==> src/dtpc_pkg.sv <==
// shared types, constants and helpers for the disparity to point cloud core
// no dependencies
package dtpc_pkg;

  localparam int COORD_LIMIT = 4096;
  localparam int DIV_STEPS = 32;
  localparam int ADDR_W = 5;
  localparam logic [30:0] SAT31 = 31'h7FFF_FFFF;

  typedef enum logic [2:0] {
    REG_DEPTH_SCALE = 3'd0,
    REG_FOCAL       = 3'd1,
    REG_PRINC_X     = 3'd2,
    REG_PRINC_Y     = 3'd3,
    REG_LIMIT_X     = 3'd4,
    REG_LIMIT_Y     = 3'd5,
    REG_LIMIT_Z     = 3'd6,
    REG_PICK        = 3'd7
  } dtpc_reg_e;

  typedef enum logic [2:0] {
    ST_IDLE, ST_ZDIV, ST_XSTART, ST_XDIV, ST_YDIV, ST_JUDGE, ST_EMIT
  } dtpc_state_t;

  typedef enum logic [1:0] {
    DSEL_Z, DSEL_X, DSEL_Y
  } dtpc_dsel_t;

  typedef struct packed {
    logic [31:0] depth_scale;
    logic [30:0] focal_length;
    logic [27:0] principal_x;
    logic [27:0] principal_y;
    logic [30:0] limit_x;
    logic [30:0] limit_y;
    logic [30:0] limit_z;
    logic [15:0] pick_period;
  } dtpc_cfg_t;

  typedef struct packed {
    logic       load;
    logic       div_start;
    dtpc_dsel_t div_sel;
    logic       take_z;
    logic       take_x;
    logic       take_y;
    logic       judge;
    logic       emit;
  } dtpc_cmd_t;

  typedef struct packed {
    logic in_ok;
    logic div_done;
    logic keep;
    logic out_free;
  } dtpc_stat_t;

  function automatic logic [30:0] sat31(input logic [63:0] q);
    sat31 = (q[63:31] != '0) ? SAT31 : q[30:0];
  endfunction

endpackage

==> src/dtpc_ctrl.sv <==
// controller state machine sequencing the three divisions of one pixel
// depends on dtpc_pkg
module dtpc_ctrl (
  input  logic                 clk,
  input  logic                 rst,
  input  logic                 in_valid,
  output logic                 in_ready,
  input  dtpc_pkg::dtpc_stat_t stat,
  output dtpc_pkg::dtpc_cmd_t  cmd
);
  dtpc_pkg::dtpc_state_t state, state_next;

  always_ff @(posedge clk) begin
    if (rst) begin
      state <= dtpc_pkg::ST_IDLE;
    end else begin
      state <= state_next;
    end
  end

  always_comb begin
    state_next = state;
    cmd        = '0;
    cmd.div_sel = dtpc_pkg::DSEL_Z;
    in_ready   = 1'b0;
    case (state)
      dtpc_pkg::ST_IDLE: begin
        in_ready = 1'b1;
        if (in_valid) begin
          cmd.load = 1'b1;
          if (stat.in_ok) begin
            cmd.div_start = 1'b1;
            state_next    = dtpc_pkg::ST_ZDIV;
          end
        end
      end
      dtpc_pkg::ST_ZDIV: begin
        if (stat.div_done) begin
          cmd.take_z = 1'b1;
          state_next = dtpc_pkg::ST_XSTART;
        end
      end
      dtpc_pkg::ST_XSTART: begin
        cmd.div_sel   = dtpc_pkg::DSEL_X;
        cmd.div_start = 1'b1;
        state_next    = dtpc_pkg::ST_XDIV;
      end
      dtpc_pkg::ST_XDIV: begin
        cmd.div_sel = dtpc_pkg::DSEL_Y;
        if (stat.div_done) begin
          cmd.take_x    = 1'b1;
          cmd.div_start = 1'b1;
          state_next    = dtpc_pkg::ST_YDIV;
        end
      end
      dtpc_pkg::ST_YDIV: begin
        if (stat.div_done) begin
          cmd.take_y = 1'b1;
          state_next = dtpc_pkg::ST_JUDGE;
        end
      end
      dtpc_pkg::ST_JUDGE: begin
        cmd.judge  = 1'b1;
        state_next = stat.keep ? dtpc_pkg::ST_EMIT : dtpc_pkg::ST_IDLE;
      end
      dtpc_pkg::ST_EMIT: begin
        if (stat.out_free) begin
          cmd.emit   = 1'b1;
          state_next = dtpc_pkg::ST_IDLE;
        end
      end
      default: state_next = dtpc_pkg::ST_IDLE;
    endcase
  end
endmodule

==> config.mk <==
export PLATFORM = sky130hd
export DESIGN_NAME = dtpc_ctrl
export DESIGN_NICKNAME = d
export VERILOG_FILES = /design/src/dtpc_pkg.sv /design/src/dtpc_ctrl.sv
export SDC_FILE = /design/constraint.sdc
export NUM_CORES = 1
export LEC_CHECK = 0
export ABC_AREA = 1
export BUFFER_PORTS_ARGS = -buffer_cell sky130_fd_sc_hd__buf_2
export CAP_MARGIN = 5
export CELL_PAD_IN_SITES_DETAIL_PLACEMENT = 2
export CELL_PAD_IN_SITES_GLOBAL_PLACEMENT = 2
export CORE_AREA = 2 2 47 49
export CTS_CLUSTER_SIZE = 14
export DETAILED_ROUTE_END_ITERATION = 16
export DIE_AREA = 0 0 49 51
export PLACE_DENSITY = 0.66
export SYNTH_ARGS = -nofsm -noshare
export SYNTH_HDL_FRONTEND = slang
export SYNTH_SLANG_ARGS = --single-unit
==> constraint.sdc <==
create_clock -name clk -period 1.1 [get_ports clk]
set_clock_uncertainty 0.15 [all_clocks]
set_input_delay 0.055 -clock clk [delete_from_list [all_inputs] [get_ports clk]]
set_output_delay 0.055 -clock clk [all_outputs]
set_load 0.03 [all_outputs]
==> results by group <==
Outcome
  – Status: finished, violations left
  – Failing checks: negative setup slack

Drt
  – DRT iter0 DRCs: 1
  – Routed wire length: 1.18 mm
  – Routed vias/inst: 3.94
  – DRT Pass-1 Iters: 2
  – Via count: 457
  – Routed Antenna Nets: 0
  – Remaining DRCs: 0
  – Wirelength per Cell: 10.2 µm

STA
  – Minimum clock period: 1.36 ns
  – Fin crit share: 124%
  – Final WS setup: -0.260 ns
  – Least-Margin Pin Slew: 0.171 ns
  – Worst relative slew slack: 88.6%
  – Hold Violations, Final: 0
  – Max Freq: 735 MHz
  – Max-slew violation count: 0
  – Count of final setup violators: 13
  – RSZ-0062 raised after global routing: true

Synth
  – Main synth FF type: dfxtp_1
  – Yosys warns: 0
  – Post-synth top area share: 19.4%
  – Synth top area cells: dfxtp_1 (19%), nor2_1 (15%), nand2_1 (13%)
  – Count of different cell masters after synthesis: 15
  – Post-synth EDFFs: 0
  – Most frequent cells after synthesis: nor2_1 (12), nand2_1 (11), inv_1 (9)
  – Avg Cell Area, Syn: 5.52 µm²
  – Post-synthesis cell count: 56
  – Post-synthesis cell area: 309 µm²
  – Sequential cell area fraction in the yosys report: 19.4%
  – #FFs+latches synth: 3
  – Async SR Flop Fraction: 0%
  – Post-synth net total: 63
  – Yosys top cell by area: dfxtp_1
  – Most frequent cell after synthesis: nor2_1

GRT
  – Met3 usage: 1.17%
  – Grt met1 use: 9.73%
  – Grt ovf: 0
  – Tot GR Track Use: 9.96%
  – Met2 Track Usage GR: 19.4%
  – Global-route wire length before repair: 1.90 mm
  – GR peak layer: met2
  – Largest net degree at the start of global routing: 8
  – Vias in the first global route: 493
  – Initial antenna violation count: 0

Setup path
  – CP Launch Type: flip-flop
  – Critical Path AT: 1.16 ns
  – Worst setup EP type: output port
  – CP required: 0.89 ns
  – Reg2Reg Setup Slack: -0.24 ns
  – Crit path max fanout: 7
  – Crit path kind: reg2out

Power
  – Reg power frac: 17.3%
  – Switch share: 52.6%
  – Clock share of power: 8.5%
  – Pwr Density: 3330 mW/mm²
  – Leakage power: 0.362 nW
  – Combinational power share: 74.2%
  – Peak VDD IR: 0.00119 V
  – Psw: 1.18 mW
  – Int Pwr: 1.07 mW

Layout
  – Final instance area: 676 µm²
  – Register with the highest flop count: state
  – Max reg flops: 3
  – Number of antenna diodes: 0
  – Fin nets: 96
  – Layout Cells excl Fill: 116
  – Filler Cell Count: 267
  – Top Registers: state (3)
  – Share of cells above drive strength 1: 64.8%
  – Synth-to-Final Area Change: 119%

Floorplanning
  – Die X: 49 µm
  – Die extent in y: 51 µm
  – I/O pin total: 17
  – Starting density of the core: 15.0%
  – Core Area: 0.00206 mm²
  – Die area: 0.00250 mm²
  – Row cnt: 17

Flow run
  – Max_cap viols: 0

Place
  – # placed instances: 107
  – DP HPWL: 927 µm
  – Placer Congestion: 0.730
  – IO Port Bufs: 16
  – Cell Area, Placed: 531 µm²

Clock tree
  – Clock sink count: 3
  – Worst skew pair latency: 0.23 ns
  – Clock-pin slew on the worst setup and hold paths: 0.04 ns
  – Root Buffer: clkbuf_4
  – CTS tree: built
  – Clock Path Buffers: 2
  – Cts bufs inserted: 3
  – H-tree Lvls: 1

Worst hold path
  – Hold WC Path Type: in2reg
## cell families after synthesis
kind of cell | count (synthesis) | synth area share [%]
compound gates | 4 | 7.29
simple gates | 36 | 57.5
buf+inv | 13 | 15.8
flops | 3 | 19.4
## timing repair
item | CTS | global route
resized for setup | 19 | 8
setup endpoints to repair | 13 | 13
buffers inserted | 3 | 1
pin swaps | 1 | 2
hold buffers | 1 | 0
hold endpoints to repair | 3 | 0
## worst max-delay path, cell delays in order, from the launching register on
cell     delay [ns]
dfxtp_4        0.39
nor2_4         0.12
nand2_1        0.11
o21ai_2        0.16
buf_6          0.14
## worst paths after layout
check	to	startpoint	depth (start not counted)
max	cmd[7]	state[0]	4
min	state[0]	stat[2]	5
max reg2reg	state[1]	state[0]	9
min reg2reg	state[2]	state[2]	2
## routing by layer
metal / wire, µm / share of wire (%)
met5: 0 / 0
met4: 11 / 0.93
met3: 29 / 2.5
met2: 641 / 54
met1: 496 / 42
## metrics by stage
stage / setup TNS (ns) / total power [mW] / hold slack [ns] / util [%] / setup slack (ns)
after floorplan: -0.156 / 1.30 / 0.0624 / - / -0.0747
after global routing: -3.60 / 2.44 / 0.164 / 32.7 / -0.315
after detailed placement: -0.732 / 1.74 / 0.167 / 25.7 / -0.125
after global placement: -0.605 / 1.71 / 0.163 / 25.7 / -0.111
final: -2.83 / 2.25 / 0.104 / 32.7 / -0.260
after CTS: -2.98 / 2.19 / 0.0918 / 31.0 / -0.278
## placed cells by master (no fill, tap or decap)
cell type / n
clkbuf_1: 1
a21oi_2: 1
inv_1: 7
buf_2: 6
nor2_4: 3
nor3_2: 1
nand2_2: 3
dlygate4sd3_1: 1
nand3_2: 2
o21ai_2: 1
buf_6: 5
clkbuf_4: 3
nor2_2: 4
nand3_1: 3
inv_4: 1
buf_4: 16
o211ai_1: 1
inv_6: 2
dfxtp_4: 3
nand2_1: 10
nand2_4: 1
inv_2: 3
nor2_1: 6
nand4_1: 1
nand3_4: 2
a21oi_1: 1
## power groups by stage
stage,Clock (mW),Combinational [mW],Sequential (mW)
3_5_place_dp,0,1.39,0.354
4_1_cts,0.203,1.63,0.359
5_1_grt,0.206,1.83,0.401
2_1_floorplan,0,0.970,0.326
6_report,0.192,1.67,0.388
3_3_place_gp,0,1.35,0.355
## cell type report
cell class	count	area [µm²]	share of cell area, %
tap	28	35.0	5.19
sequential	3	71.3	10.6
inverter	13	61.3	9.07
clock buffer	4	26.3	3.89
timing repair buffer	28	216	32.0
multi-input combinational	40	265	39.3
(Power assumes the default switching activity.)
